**config.mk**
```make
export PLATFORM = sky130hd
export DESIGN_NAME = battery_voltage_averager_monitor
export DESIGN_NICKNAME = d
export VERILOG_FILES = /design/src/design/bvam_pkg.sv /design/src/design/bvam_ring.sv /design/src/design/bvam_div.sv /design/src/design/battery_voltage_averager_monitor.sv
export VERILOG_INCLUDE_DIRS = /design/src /design/src/design
export SDC_FILE = /design/constraint.sdc
export NUM_CORES = 1
export LEC_CHECK = 0
export ABC_CLOCK_PERIOD_IN_PS = 12700
export BUFFER_PORTS_ARGS = -buffer_cell sky130_fd_sc_hd__buf_2
export CAP_MARGIN = 10
export CELL_PAD_IN_SITES_DETAIL_PLACEMENT = 1
export CELL_PAD_IN_SITES_GLOBAL_PLACEMENT = 1
export CORE_MARGIN = 4
export CORE_UTILIZATION = 54
export DETAILED_ROUTE_END_ITERATION = 8
export GPL_TIMING_DRIVEN = 0
export PLACE_DENSITY = 0.86
export SYNTH_ARGS = -nofsm -noshare
export SYNTH_HDL_FRONTEND = slang
export SYNTH_SLANG_ARGS = --single-unit
```
**constraint.sdc**
```tcl
create_clock -name clock -period 12.7 [get_ports clock]
set_input_delay 1.27 -clock clock [delete_from_list [all_inputs] [get_ports clock]]
set_output_delay 1.27 -clock clock [all_outputs]
set_load 0.02 [all_outputs]
```
**src/design/battery_voltage_averager_monitor_assert.svh**
```systemverilog
// ----------------------------------------------------------------------------
// Battery voltage averager monitor assertion macros
// Concurrent assertion forms for the averager top-level design file.
// ----------------------------------------------------------------------------
`ifndef BATTERY_VOLTAGE_AVERAGER_MONITOR_ASSERT_SVH
`define BATTERY_VOLTAGE_AVERAGER_MONITOR_ASSERT_SVH

// Same-cycle implication, disabled while reset is high.
`define BVAM_ASSERT_IMP(lbl, clk, rst, ante, cons) \
   lbl: assert property (@(posedge clk) disable iff (rst) (ante) |-> (cons)) \
      else $error("bvam assertion failed");

// Next-cycle implication, disabled while reset is high.
`define BVAM_ASSERT_NXT(lbl, clk, rst, ante, cons) \
   lbl: assert property (@(posedge clk) disable iff (rst) (ante) |=> (cons)) \
      else $error("bvam assertion failed");

`endif

```
**src/design/bvam_pkg.sv**
```systemverilog
// ----------------------------------------------------------------------------
// Battery voltage averager monitor package
// Fixed widths, register indexes and shared types of the averager.
// ----------------------------------------------------------------------------
`timescale 1ns / 1ps
`default_nettype none

package bvam_pkg;

   localparam int MV_W     = 14;
   localparam int TICK_W   = 8;
   localparam int CSR_A_W  = 2;
   localparam int RSP_W    = 24;
   localparam int RSP_PAD  = RSP_W - MV_W - 3;

   localparam logic [MV_W-1:0] MV_NUMERATOR = 14'd9680;

   localparam logic [TICK_W-1:0] TICK_PERIOD_RST = 8'd50;
   localparam logic [MV_W-1:0]   LOW_LIMIT_RST   = 14'd2700;
   localparam logic [MV_W-1:0]   HIGH_LIMIT_RST  = 14'd4000;

   localparam logic [CSR_A_W-1:0] CSR_TICK_PERIOD = 2'd0;
   localparam logic [CSR_A_W-1:0] CSR_LOW_LIMIT   = 2'd1;
   localparam logic [CSR_A_W-1:0] CSR_HIGH_LIMIT  = 2'd2;

   // Status of the serial divider as seen by the sequencer.
   typedef struct packed {
      logic busy;
   } div_sts_type;

   // Ring control from the sequencer.
   typedef struct packed {
      logic rd_en;
      logic wr_en;
   } ring_ctl_type;

endpackage

`default_nettype wire

```
**src/design/bvam_ring.sv**
```systemverilog
// ----------------------------------------------------------------------------
// Sample ring with running sum
// Holds the sample window in a memory and keeps the sum of its entries.
// ----------------------------------------------------------------------------
`timescale 1ns / 1ps
`default_nettype none

module bvam_ring #(
   parameter int DEPTH = 8,
   parameter int SB    = 12
) (
   input  wire                            clock,
   input  wire                            reset,
   input  wire bvam_pkg::ring_ctl_type    ctl,
   input  wire [SB-1:0]                   sample,
   output logic [SB+$clog2(DEPTH)-1:0]    sum,
   output logic [$clog2(DEPTH+1)-1:0]     count
);

   localparam int IDX_W = $clog2(DEPTH);
   localparam int SUM_W = SB + $clog2(DEPTH);
   localparam int CNT_W = $clog2(DEPTH + 1);

   logic [SB-1:0]    ring_mem [DEPTH];
   logic [DEPTH-1:0] vld_ff, vld_in;
   logic [IDX_W-1:0] idx_ff, idx_in;
   logic             filled_ff, filled_in;
   logic [SUM_W-1:0] sum_ff, sum_in;
   logic [SB-1:0]    rd_data_ff;
   logic             rd_vld_ff;
   logic [SB-1:0]    old_val;

   // An entry never written reads as zero.
   assign old_val = rd_vld_ff ? rd_data_ff : '0;

   always_comb begin
      vld_in    = vld_ff;
      idx_in    = idx_ff;
      filled_in = filled_ff;
      sum_in    = sum_ff;
      if (ctl.wr_en) begin
         vld_in[idx_ff] = 1'b1;
         sum_in = sum_ff - SUM_W'(old_val) + SUM_W'(sample);
         if (idx_ff == IDX_W'(DEPTH - 1)) begin
            idx_in    = '0;
            filled_in = 1'b1;
         end else begin
            idx_in = idx_ff + IDX_W'(1);
         end
      end
   end

   always_ff @(posedge clock) begin
      if (reset) begin
         vld_ff    <= '0;
         idx_ff    <= '0;
         filled_ff <= 1'b0;
         sum_ff    <= '0;
      end else begin
         vld_ff    <= vld_in;
         idx_ff    <= idx_in;
         filled_ff <= filled_in;
         sum_ff    <= sum_in;
      end
   end

   always_ff @(posedge clock) begin
      if (ctl.rd_en) begin
         rd_data_ff <= ring_mem[idx_ff];
         rd_vld_ff  <= vld_ff[idx_ff];
      end
      if (ctl.wr_en) begin
         ring_mem[idx_ff] <= sample;
      end
   end

   assign sum   = sum_ff;
   // Until the first wrap the divisor is the number of entries written.
   assign count = filled_ff ? CNT_W'(DEPTH) : CNT_W'(idx_ff);

endmodule

`default_nettype wire

```
**src/design/bvam_div.sv**
```systemverilog
// ----------------------------------------------------------------------------
// Serial restoring divider
// Produces one quotient bit per cycle, DW quotient bits in all.
// ----------------------------------------------------------------------------
`timescale 1ns / 1ps
`default_nettype none

module bvam_div #(
   parameter int DW = 26,
   parameter int VW = 12
) (
   input  wire                       clock,
   input  wire                       reset,
   input  wire                       start,
   input  wire [DW-1:0]              dividend,
   input  wire [VW-1:0]              divisor,
   output bvam_pkg::div_sts_type     sts,
   output logic [DW-1:0]             quotient
);

   localparam int CNT_W = $clog2(DW + 1);

   logic [DW-1:0]    quo_ff, quo_in;
   logic [VW-1:0]    rem_ff, rem_in;
   logic [VW-1:0]    dvs_ff;
   logic [CNT_W-1:0] cnt_ff, cnt_in;
   logic             busy_ff, busy_in;
   logic [VW:0]      rem_sh;
   logic [VW:0]      rem_sub;
   logic             ge;

   assign rem_sh  = {rem_ff, quo_ff[DW-1]};
   assign ge      = rem_sh >= {1'b0, dvs_ff};
   assign rem_sub = rem_sh - {1'b0, dvs_ff};

   always_comb begin
      quo_in  = quo_ff;
      rem_in  = rem_ff;
      cnt_in  = cnt_ff;
      busy_in = busy_ff;
      if (start) begin
         quo_in  = dividend;
         rem_in  = '0;
         cnt_in  = CNT_W'(DW);
         busy_in = 1'b1;
      end else if (busy_ff) begin
         // The dividend shifts out at the top while quotient bits enter below.
         quo_in = {quo_ff[DW-2:0], ge};
         rem_in = ge ? rem_sub[VW-1:0] : rem_sh[VW-1:0];
         cnt_in = cnt_ff - CNT_W'(1);
         if (cnt_ff == CNT_W'(1)) begin
            busy_in = 1'b0;
         end
      end
   end

   always_ff @(posedge clock) begin
      if (reset) begin
         busy_ff <= 1'b0;
         cnt_ff  <= '0;
      end else begin
         busy_ff <= busy_in;
         cnt_ff  <= cnt_in;
      end
   end

   always_ff @(posedge clock) begin
      quo_ff <= quo_in;
      rem_ff <= rem_in;
      if (start) begin
         dvs_ff <= divisor;
      end
   end

   assign sts.busy = busy_ff;
   assign quotient = quo_ff;

endmodule

`default_nettype wire

```
**src/design/battery_voltage_averager_monitor.sv**
```systemverilog
// Each transfer on the req channel is one tick. A tick that does not reach the
// programmed period, or a timeout on the period tick, goes straight to the
// emit state, which loads its rsp transfer into the output register. A measuring
// tick writes the sample into the window ring and then runs two passes of the
// bit-serial divider (the window average, then the scaling to millivolts),
// each of SAMPLE_BITS + 14 quotient bits, before it reaches the emit state.
// One tick is in work at a time; a new one is taken while the previous rsp
// transfer still waits in the output register.
// ----------------------------------------------------------------------------
// Battery voltage averager monitor
// Window average of converter samples, scaled to millivolts, with a limit check.
// ----------------------------------------------------------------------------
`timescale 1ns / 1ps
`default_nettype none
`include "battery_voltage_averager_monitor_assert.svh"

module battery_voltage_averager_monitor #(
   parameter int WINDOW_DEPTH = 8,
   parameter int SAMPLE_BITS  = 12
) (
   input  wire                                     clock,
   input  wire                                     reset,
   // req_tdata: sample [SAMPLE_BITS-1:0], sample_valid, zero fill
   input  wire                                     req_tvalid,
   output logic                                    req_tready,
   input  wire [((SAMPLE_BITS + 8) / 8) * 8 - 1:0] req_tdata,
   // rsp_tdata: millivolts [13:0], data_ready, voltage_fault, measured_now,
   // zero fill
   output logic                                    rsp_tvalid,
   input  wire                                     rsp_tready,
   output logic [bvam_pkg::RSP_W-1:0]              rsp_tdata,
   input  wire                                     csr_we,
   input  wire [bvam_pkg::CSR_A_W-1:0]             csr_addr,
   input  wire [bvam_pkg::MV_W-1:0]                csr_wdata
);

   localparam int SB    = SAMPLE_BITS;
   localparam int MV_W  = bvam_pkg::MV_W;
   localparam int TW    = bvam_pkg::TICK_W;
   localparam int DW    = SB + MV_W;
   localparam int SUM_W = SB + $clog2(WINDOW_DEPTH);
   localparam int CNT_W = $clog2(WINDOW_DEPTH + 1);

   localparam logic [2:0] ST_IDLE  = 3'd0;
   localparam logic [2:0] ST_UPD   = 3'd1;
   localparam logic [2:0] ST_DIV1S = 3'd2;
   localparam logic [2:0] ST_DIV1  = 3'd3;
   localparam logic [2:0] ST_MUL   = 3'd4;
   localparam logic [2:0] ST_DIV2S = 3'd5;
   localparam logic [2:0] ST_DIV2  = 3'd6;
   localparam logic [2:0] ST_EMIT  = 3'd7;

   logic [2:0]              state_ff, state_in;
   logic [TW-1:0]           period_ff;
   logic [MV_W-1:0]         low_ff, high_ff;
   logic [TW-1:0]           tick_ff, tick_in;
   logic [TW:0]             tick_next;
   logic [SB-1:0]           sample_ff;
   logic                    meas_ff, meas_in;
   logic [MV_W-1:0]         volt_ff, volt_in;
   logic                    ready_ff, ready_in;
   logic [DW-1:0]           prod_ff;
   logic                    rsp_valid_ff, rsp_valid_in;
   logic [bvam_pkg::RSP_W-1:0] rsp_data_ff;
   logic                    req_fire;
   logic                    out_free;
   logic                    period_hit;
   logic                    fault;

   bvam_pkg::ring_ctl_type  ring_ctl;
   logic [SUM_W-1:0]        ring_sum;
   logic [CNT_W-1:0]        ring_cnt;

   bvam_pkg::div_sts_type   div_sts;
   logic                    div_start;
   logic [DW-1:0]           div_dividend;
   logic [SB-1:0]           div_divisor;
   logic [DW-1:0]           div_quo;

   assign req_tready = (state_ff == ST_IDLE);
   assign req_fire   = req_tvalid && req_tready;
   assign out_free   = !rsp_valid_ff || rsp_tready;

   // A period of zero acts like one, since the incremented count never
   // falls below it.
   assign tick_next  = {1'b0, tick_ff} + (TW + 1)'(1);
   assign period_hit = !(tick_next < {1'b0, period_ff});

   assign fault = ready_ff && ((volt_ff < low_ff) || (volt_ff > high_ff));

   always_ff @(posedge clock) begin
      if (reset) begin
         period_ff <= bvam_pkg::TICK_PERIOD_RST;
         low_ff    <= bvam_pkg::LOW_LIMIT_RST;
         high_ff   <= bvam_pkg::HIGH_LIMIT_RST;
      end else if (csr_we) begin
         case (csr_addr)
            bvam_pkg::CSR_TICK_PERIOD: period_ff <= csr_wdata[TW-1:0];
            bvam_pkg::CSR_LOW_LIMIT:   low_ff    <= csr_wdata;
            bvam_pkg::CSR_HIGH_LIMIT:  high_ff   <= csr_wdata;
            default: ;
         endcase
      end
   end

   always_comb begin
      state_in     = state_ff;
      tick_in      = tick_ff;
      meas_in      = meas_ff;
      volt_in      = volt_ff;
      ready_in     = ready_ff;
      rsp_valid_in = rsp_valid_ff && !rsp_tready;
      ring_ctl     = '0;
      div_start    = 1'b0;
      div_dividend = {{(DW - SUM_W){1'b0}}, ring_sum};
      div_divisor  = {{(SB - CNT_W){1'b0}}, ring_cnt};
      case (state_ff)
         ST_IDLE: begin
            if (req_fire) begin
               meas_in = 1'b0;
               if (period_hit) begin
                  tick_in = '0;
                  if (req_tdata[SB]) begin
                     meas_in        = 1'b1;
                     ring_ctl.rd_en = 1'b1;
                     state_in       = ST_UPD;
                  end else begin
                     state_in = ST_EMIT;
                  end
               end else begin
                  tick_in  = tick_next[TW-1:0];
                  state_in = ST_EMIT;
               end
            end
         end
         ST_UPD: begin
            ring_ctl.wr_en = 1'b1;
            state_in       = ST_DIV1S;
         end
         ST_DIV1S: begin
            div_start = 1'b1;
            state_in  = ST_DIV1;
         end
         ST_DIV1: begin
            if (!div_sts.busy) begin
               state_in = ST_MUL;
            end
         end
         ST_MUL: begin
            state_in = ST_DIV2S;
         end
         ST_DIV2S: begin
            div_start    = 1'b1;
            div_dividend = prod_ff;
            div_divisor  = {SB{1'b1}};
            state_in     = ST_DIV2;
         end
         ST_DIV2: begin
            if (!div_sts.busy) begin
               volt_in  = div_quo[MV_W-1:0];
               ready_in = 1'b1;
               state_in = ST_EMIT;
            end
         end
         ST_EMIT: begin
            if (out_free) begin
               rsp_valid_in = 1'b1;
               state_in     = ST_IDLE;
            end
         end
         default: begin
            state_in = ST_IDLE;
         end
      endcase
   end

   always_ff @(posedge clock) begin
      if (reset) begin
         state_ff     <= ST_IDLE;
         tick_ff      <= '0;
         meas_ff      <= 1'b0;
         volt_ff      <= '0;
         ready_ff     <= 1'b0;
         rsp_valid_ff <= 1'b0;
      end else begin
         state_ff     <= state_in;
         tick_ff      <= tick_in;
         meas_ff      <= meas_in;
         volt_ff      <= volt_in;
         ready_ff     <= ready_in;
         rsp_valid_ff <= rsp_valid_in;
      end
   end

   always_ff @(posedge clock) begin
      if (req_fire) begin
         sample_ff <= req_tdata[SB-1:0];
      end
      if (state_ff == ST_MUL) begin
         prod_ff <= DW'(div_quo[SB-1:0]) * DW'(bvam_pkg::MV_NUMERATOR);
      end
      if ((state_ff == ST_EMIT) && out_free) begin
         rsp_data_ff <= {{bvam_pkg::RSP_PAD{1'b0}}, meas_ff, fault, ready_ff, volt_ff};
      end
   end

   bvam_ring #(
      .DEPTH (WINDOW_DEPTH),
      .SB    (SB)
   ) u_ring (
      .clock  (clock),
      .reset  (reset),
      .ctl    (ring_ctl),
      .sample (sample_ff),
      .sum    (ring_sum),
      .count  (ring_cnt)
   );

   bvam_div #(
      .DW (DW),
      .VW (SB)
   ) u_div (
      .clock    (clock),
      .reset    (reset),
      .start    (div_start),
      .dividend (div_dividend),
      .divisor  (div_divisor),
      .sts      (div_sts),
      .quotient (div_quo)
   );

   assign rsp_tvalid = rsp_valid_ff;
   assign rsp_tdata  = rsp_data_ff;

   `BVAM_ASSERT_IMP(a_meas_ready, clock, reset, rsp_tvalid && rsp_tdata[MV_W+2], rsp_tdata[MV_W])
   `BVAM_ASSERT_IMP(a_fault_ready, clock, reset, rsp_tvalid && rsp_tdata[MV_W+1], rsp_tdata[MV_W])
   `BVAM_ASSERT_IMP(a_start_idle_div, clock, reset, div_start, !div_sts.busy)
   `BVAM_ASSERT_NXT(a_div2_to_emit, clock, reset, (state_ff == ST_DIV2) && !div_sts.busy, (state_ff == ST_EMIT) && ready_ff)

endmodule

`default_nettype wire

```
Yosys cells after proc, flatten, opt, wreduce, memory -nomap -nowiden
Memories as Yosys holds them, arrays and structs flattened. A register that Yosys moved wholly into a read port is not among the register bits.
Cells that the tools add are included.
{"block": "word_totals", "reg_bits": 199, "ramBits": 96, "mem_count": 1}
{"block": "op_classes", "addsub": 6, "n_mul": 1, "n_lt_le_gt_ge": 6, "eq_ne": 15, "n_mux": 35, "bitwise_logic": 2, "n_reduce_logical": 21}
{"name": "u_ring.ring_mem", "words": 8, "width": 12, "read_ports": 1, "rd_clocked_by_memory_dff": 1, "write_ports": 1, "line_no": "bvam_ring.sv:24", "rtl": "logic [SB-1:0] ring_mem [DEPTH];"}
{"cell": "26-bit 2-to-1 mux", "count": 3}
{"cell": "12-bit 2-to-1 mux", "count": 3}
{"cell": "3-bit one-hot mux with 8 select lines", "count": 1}
{"cell": "12-bit by 10-bit multiplier with 22-bit output, second input constant", "count": 1}
{"cell": "3-bit 2-to-1 mux", "count": 7}
{"cell": "15-bit by 12-bit adder with 15-bit output", "count": 1}
{"cell": "3-bit equality test, second input constant", "count": 5}
{"cell": "1-bit 2-to-1 mux", "count": 15}
{"cell": "15-bit by 12-bit subtractor with 15-bit output", "count": 1}
{"cell": "14-bit > comparator", "count": 1}
{"cell": "14-bit < comparator", "count": 1}
{"cell": "13-bit by 12-bit greater-or-equal comparator with 1-bit output", "count": 1}
{"cell": "2-bit AND reduction", "count": 6}
{"cell": "12-bit subtractor", "count": 1}
{"cell": "5-bit 2-to-1 mux", "count": 2}
{"cell": "8-bit by 1-bit adder with 9-bit output, second input constant", "count": 1}
{"cell": "9-bit by 8-bit < comparator with 1-bit output", "count": 1}
{"cell": "8-bit 2-to-1 mux", "count": 1}
{"cell": "8-bit bitwise OR", "count": 1}
{"cell": "3-bit by 2-bit equality test with 1-bit output, second input constant", "count": 2}
{"cell": "2-bit != test, second input constant", "count": 3}
{"cell": "5-bit by 1-bit equality test with 1-bit output, second input constant", "count": 1}
{"cell": "1-bit logical AND", "count": 5}
{"cell": "5-bit by 1-bit subtractor with 5-bit output, second input constant", "count": 1}
{"cell": "other kinds (18)", "count": 21}

Longest topological paths before layout
{"block": "depth", "depth_word": 5, "depth_mapped": 17}

Modules after synthesis
A second synthesis with hierarchy kept.
{"block": "unflattened", "hier_cells": 1489, "hier_area_um2": 16821.1}
{"module": "battery_voltage_averager_monitor", "n_inst": 1, "cells_each": 742, "area_per_inst_um2": 7489.7}
{"module": "bvam_ring", "n_inst": 1, "cells_each": 496, "area_per_inst_um2": 6363.6}
{"module": "bvam_div", "n_inst": 1, "cells_each": 251, "area_per_inst_um2": 2967.8}

Worst setup path before layout
No wires, ideal clock.
{"block": "synth_timing", "path_kind": "reg2reg", "startpoint": "register u_div.quo_ff[8] (netlist: u_div.quotient[8])", "endpoint": "register prod_ff[24], data pin", "setup_time_ns": 0.258, "t_arrival_ns": 4.475, "setup_slack_ns": 7.967, "path_stages_with_launch": 18, "synth_period_minus_slack_ns": 4.733, "path_cell_list": "edfxtp_1 -> ha_1 -> fa_1 -> inv_1 -> fa_1 -> inv_1 -> fa_1 -> inv_1 -> fa_1 -> inv_1 -> ha_1 -> a21o_2 -> nand2_1 -> o31ai_1 -> o31a_1 -> a221o_1 -> a21oi_2 -> xnor2_1"}
{"block": "synth_between", "elab_chain_len": 1}
{"element": "start: declaration", "line_no": "bvam_div.sv:23", "rtl": "logic [DW-1:0] quo_ff, quo_in;"}
{"element": "start signal: assignment", "line_no": "bvam_div.sv:68", "rtl": "quo_ff <= quo_in;"}
{"element": "12-bit by 10-bit multiplier with 22-bit output", "line_no": "battery_voltage_averager_monitor.sv:200", "rtl": "prod_ff <= DW'(div_quo[SB-1:0]) * DW'(bvam_pkg::MV_NUMERATOR);"}
{"element": "end signal: assignment", "line_no": "battery_voltage_averager_monitor.sv:200"}
{"element": "end: declaration", "line_no": "battery_voltage_averager_monitor.sv:62", "rtl": "logic [DW-1:0] prod_ff;"}
No other way between the ends.
A chain may end at the register's enable or synchronous reset.

Final worst setup path
{"block": "layout_timing", "startpoint": "register u_div.quo_ff[8] (netlist: u_div.quotient[8])", "endpoint": "register prod_ff[25], data pin"}
Same word-level chain as after synthesis.

==> impl_metrics.json <==
{
  "synth_area_sq_um": 16310,
  "avgSynthCellArea_sq_um": 10.74,
  "outcome": "finished, final reports clean",
  "grt_pass1_vias": 13516,
  "cts.path.max_buffers": 3,
  "die_h_um": 181.8,
  "critical_path_class": "reg -> reg",
  "die-area_sq_um": 33050,
  "placed_area_sq_um": 17180,
  "final_common_cell": "edfxtp_1",
  "nets": 1840,
  "synth.largest_area_cell": "edfxtp_1",
  "synth.area.top_cells": "edfxtp_1, dfxtp_1, ha_1",
  "ys_seq_area_frac": 0.4855,
  "reg2regPathDepth": 17,
  "clock-sinks": 300,
  "overflow": 0,
  "wl_per_cell_um": 23.03,
  "drt_first_pass_iters": 5,
  "place_hpwl_um": 33480,
  "rows": 63,
  "max_slew.worst_pin.slew_ns": 1.082,
  "cts-buffers-inserted": 31,
  "ys_async_sr_fraction": 0,
  "die_w_um": 181.8,
  "syn_inst": 1519,
  "end_kind": "flop",
  "whs_ns": 0.4565,
  "mostFrequentLayoutCells": "edfxtp_1, nand2_1, inv_1",
  "antenna_found_initial": 0,
  "cts_resized": 0,
  "yosys_warnings": 0,
  "start_util": 0.5488,
  "grt_max_degree": 27,
  "hp-class": "reg -> reg",
  "core_region_area_sq_um": 29720,
  "gp_congestion": 0.8797,
  "ys_seq_elements": 300,
  "crit_arrival_ns": 5.75,
  "min_period_ns": 5.454,
  "io_pins": 63,
  "drive_gt1_frac": 0.1036,
  "critPathMaxFanout": 8,
  "synth_cell_types": 71,
  "antenna_cells": 0,
  "grt_usage": 0.2819,
  "start_kind": "flop",
  "clkTransAtPathRegs_ns": 0.07,
  "initialDrtViolationCount": 856,
  "max_cap_violations": 0,
  "cts_hold_buf": 0,
  "synth-edff-count": 191,
  "grt_pass1_wl_um": 74260,
  "tns_ns": 0,
  "cts_root_buf": "clkbuf_16",
  "hold_depth": 0,
  "synth_top_area_share": 0.3517,
  "post_cts_buffers": 0,
  "via_per_inst": 6.027,
  "period_share": 0.4295,
  "hold_violations": 0,
  "vias": 12241,
  "port_buffers": 51,
  "clock_skew_ns": 0.02199,
  "syn_to_final_growth_pct": 11.93,
  "routed_wl_um": 46770,
  "insertion_delay_ns": 0.58,
  "setup_viol": 0,
  "cp.required_ns": 12.99,
  "fin_area_sq_um": 18260,
  "cts_tree": "done",
  "rsz0062_at_grt": "no",
  "h-tree-depth": 1,
  "postRouteAntennaNets": 0,
  "slew_headroom": 0.2781,
  "drcViolationCount": 0,
  "fmax_mhz": 183.3,
  "synth_top_flop_cell": "edfxtp_1",
  "timing.final.max_slew_violations": 0
}
registers in the layout, summed over array words and instances, names as in the netlist, 3 cells and up:
register	flops
high_ff	14
low_ff	14
period_ff	8
prod_ff	22
rsp_tdata	17
sample_ff	12
state_ff	3
tick_ff	8
u_div.cnt_ff	5
u_div.dvs_ff	5
u_div.quotient	26
u_div.rem_ff	12
u_ring.idx_ff	3
u_ring.rd_data_ff	12
u_ring.ring_mem	96
u_ring.sum	15
u_ring.vld_ff	8
volt_ff	14
per-layer routing:
| metal | up-vias | GRT usage | part of all wire |
|---|---|---|---|
| li1 | 5582 | - | - |
| met1 | 6190 | 0.3423 | 0.40 |
| met2 | 350 | 0.5198 | 0.53 |
| met3 | 119 | 0.03425 | 0.044 |
| met4 | 0 | 0.09307 | 0.034 |
| met5 | - | 0 | 0 |
Yosys cell counts, types with 5 or more instances:
cell,number
o31ai_1,6
buf_4,7
nand3b_1,5
a211oi_1,5
nand2_1,172
or3_1,7
nand2b_1,14
a22oi_1,8
o21a_1,15
o211ai_1,7
inv_1,168
nor2b_1,12
and2_1,14
a22o_1,13
nand3_1,16
o22ai_1,6
a31o_2,7
mux4_2,9
nand4_1,14
a21o_1,21
xnor2_1,26
and3_1,8
clkbuf_1,44
o21ai_0,36
ha_1,141
edfxtp_1,191
mux2_2,14
a31oi_1,28
a211o_1,16
mux2i_1,9
dfxtp_1,109
buf_1,7
fa_1,46
xor2_1,16
a21oi_1,99
buf_2,5
nor3_1,18
a221oi_1,16
nor2_1,103
path summary, 6_finish.rpt:
| check | from | to | slack [ns] |
|---|---|---|---|
| hold reg to reg | meas_ff$_SDFFE_PP0P_ | rsp_tdata[16]$_DFFE_PP_ | 0.46 |
| setup / recovery | u_div.quotient[8]$_DFFE_PP_ | prod_ff[25]$_DFFE_PP_ | 7.25 |
| setup reg to reg | u_div.quotient[8]$_DFFE_PP_ | prod_ff[25]$_DFFE_PP_ | 7.25 |
| hold / removal | meas_ff$_SDFFE_PP0P_ | rsp_tdata[16]$_DFFE_PP_ | 0.46 |
layout make-up:
cell class | count | area [sq um]
multi-input cells | 992 | 7535
fillers | 3133 | 11460
inverters | 170 | 638.1
flip-flops and latches | 300 | 7918
clock buffers | 37 | 818.3
repair buffers | 58 | 334.1
clock inverters | 21 | 255.2
plain buffers | 63 | 269.0
well taps | 390 | 488.0
worst max-delay path, cell delays in order (launching register included):
cell and delay, ns:
edfxtp_1 0.72, ha_1 0.37, fa_1 0.52, inv_1 0.05, fa_1 0.48, inv_1 0.06, fa_1 0.53, inv_1 0.06
fa_1 0.50, inv_1 0.05, ha_1 0.37, a21o_2 0.24, nor2_1 0.12, nand3_1 0.10, a31o_2 0.27, nand4_1 0.13
nand2_1 0.10, o311ai_0 0.51
stage by stage:
step                setup WS [ns]    util  instances
floorplan                   7.967       -       1525
global placement            7.409  0.5746       1966
detailed placement          7.232  0.5782       1973
CTS                         7.211  0.6143       2031
global route                6.960  0.6143       2031
finish                      7.246  0.6143       2031
cells by family after synthesis:
group / Yosys count / share of synthesized area
compound gates: 318 / 0.1300
other cells: 1 / 0.0002299
mux: 32 / 0.02762
fa+ha+maj: 187 / 0.1646
flops: 300 / 0.4855
simple gates: 406 / 0.1138
xor+xnor: 42 / 0.02255
buf+inv: 233 / 0.05562
Power is left out: the tool's default activity adds up to more than one toggle a clock period on the data nets, which glitch-free logic cannot reach.
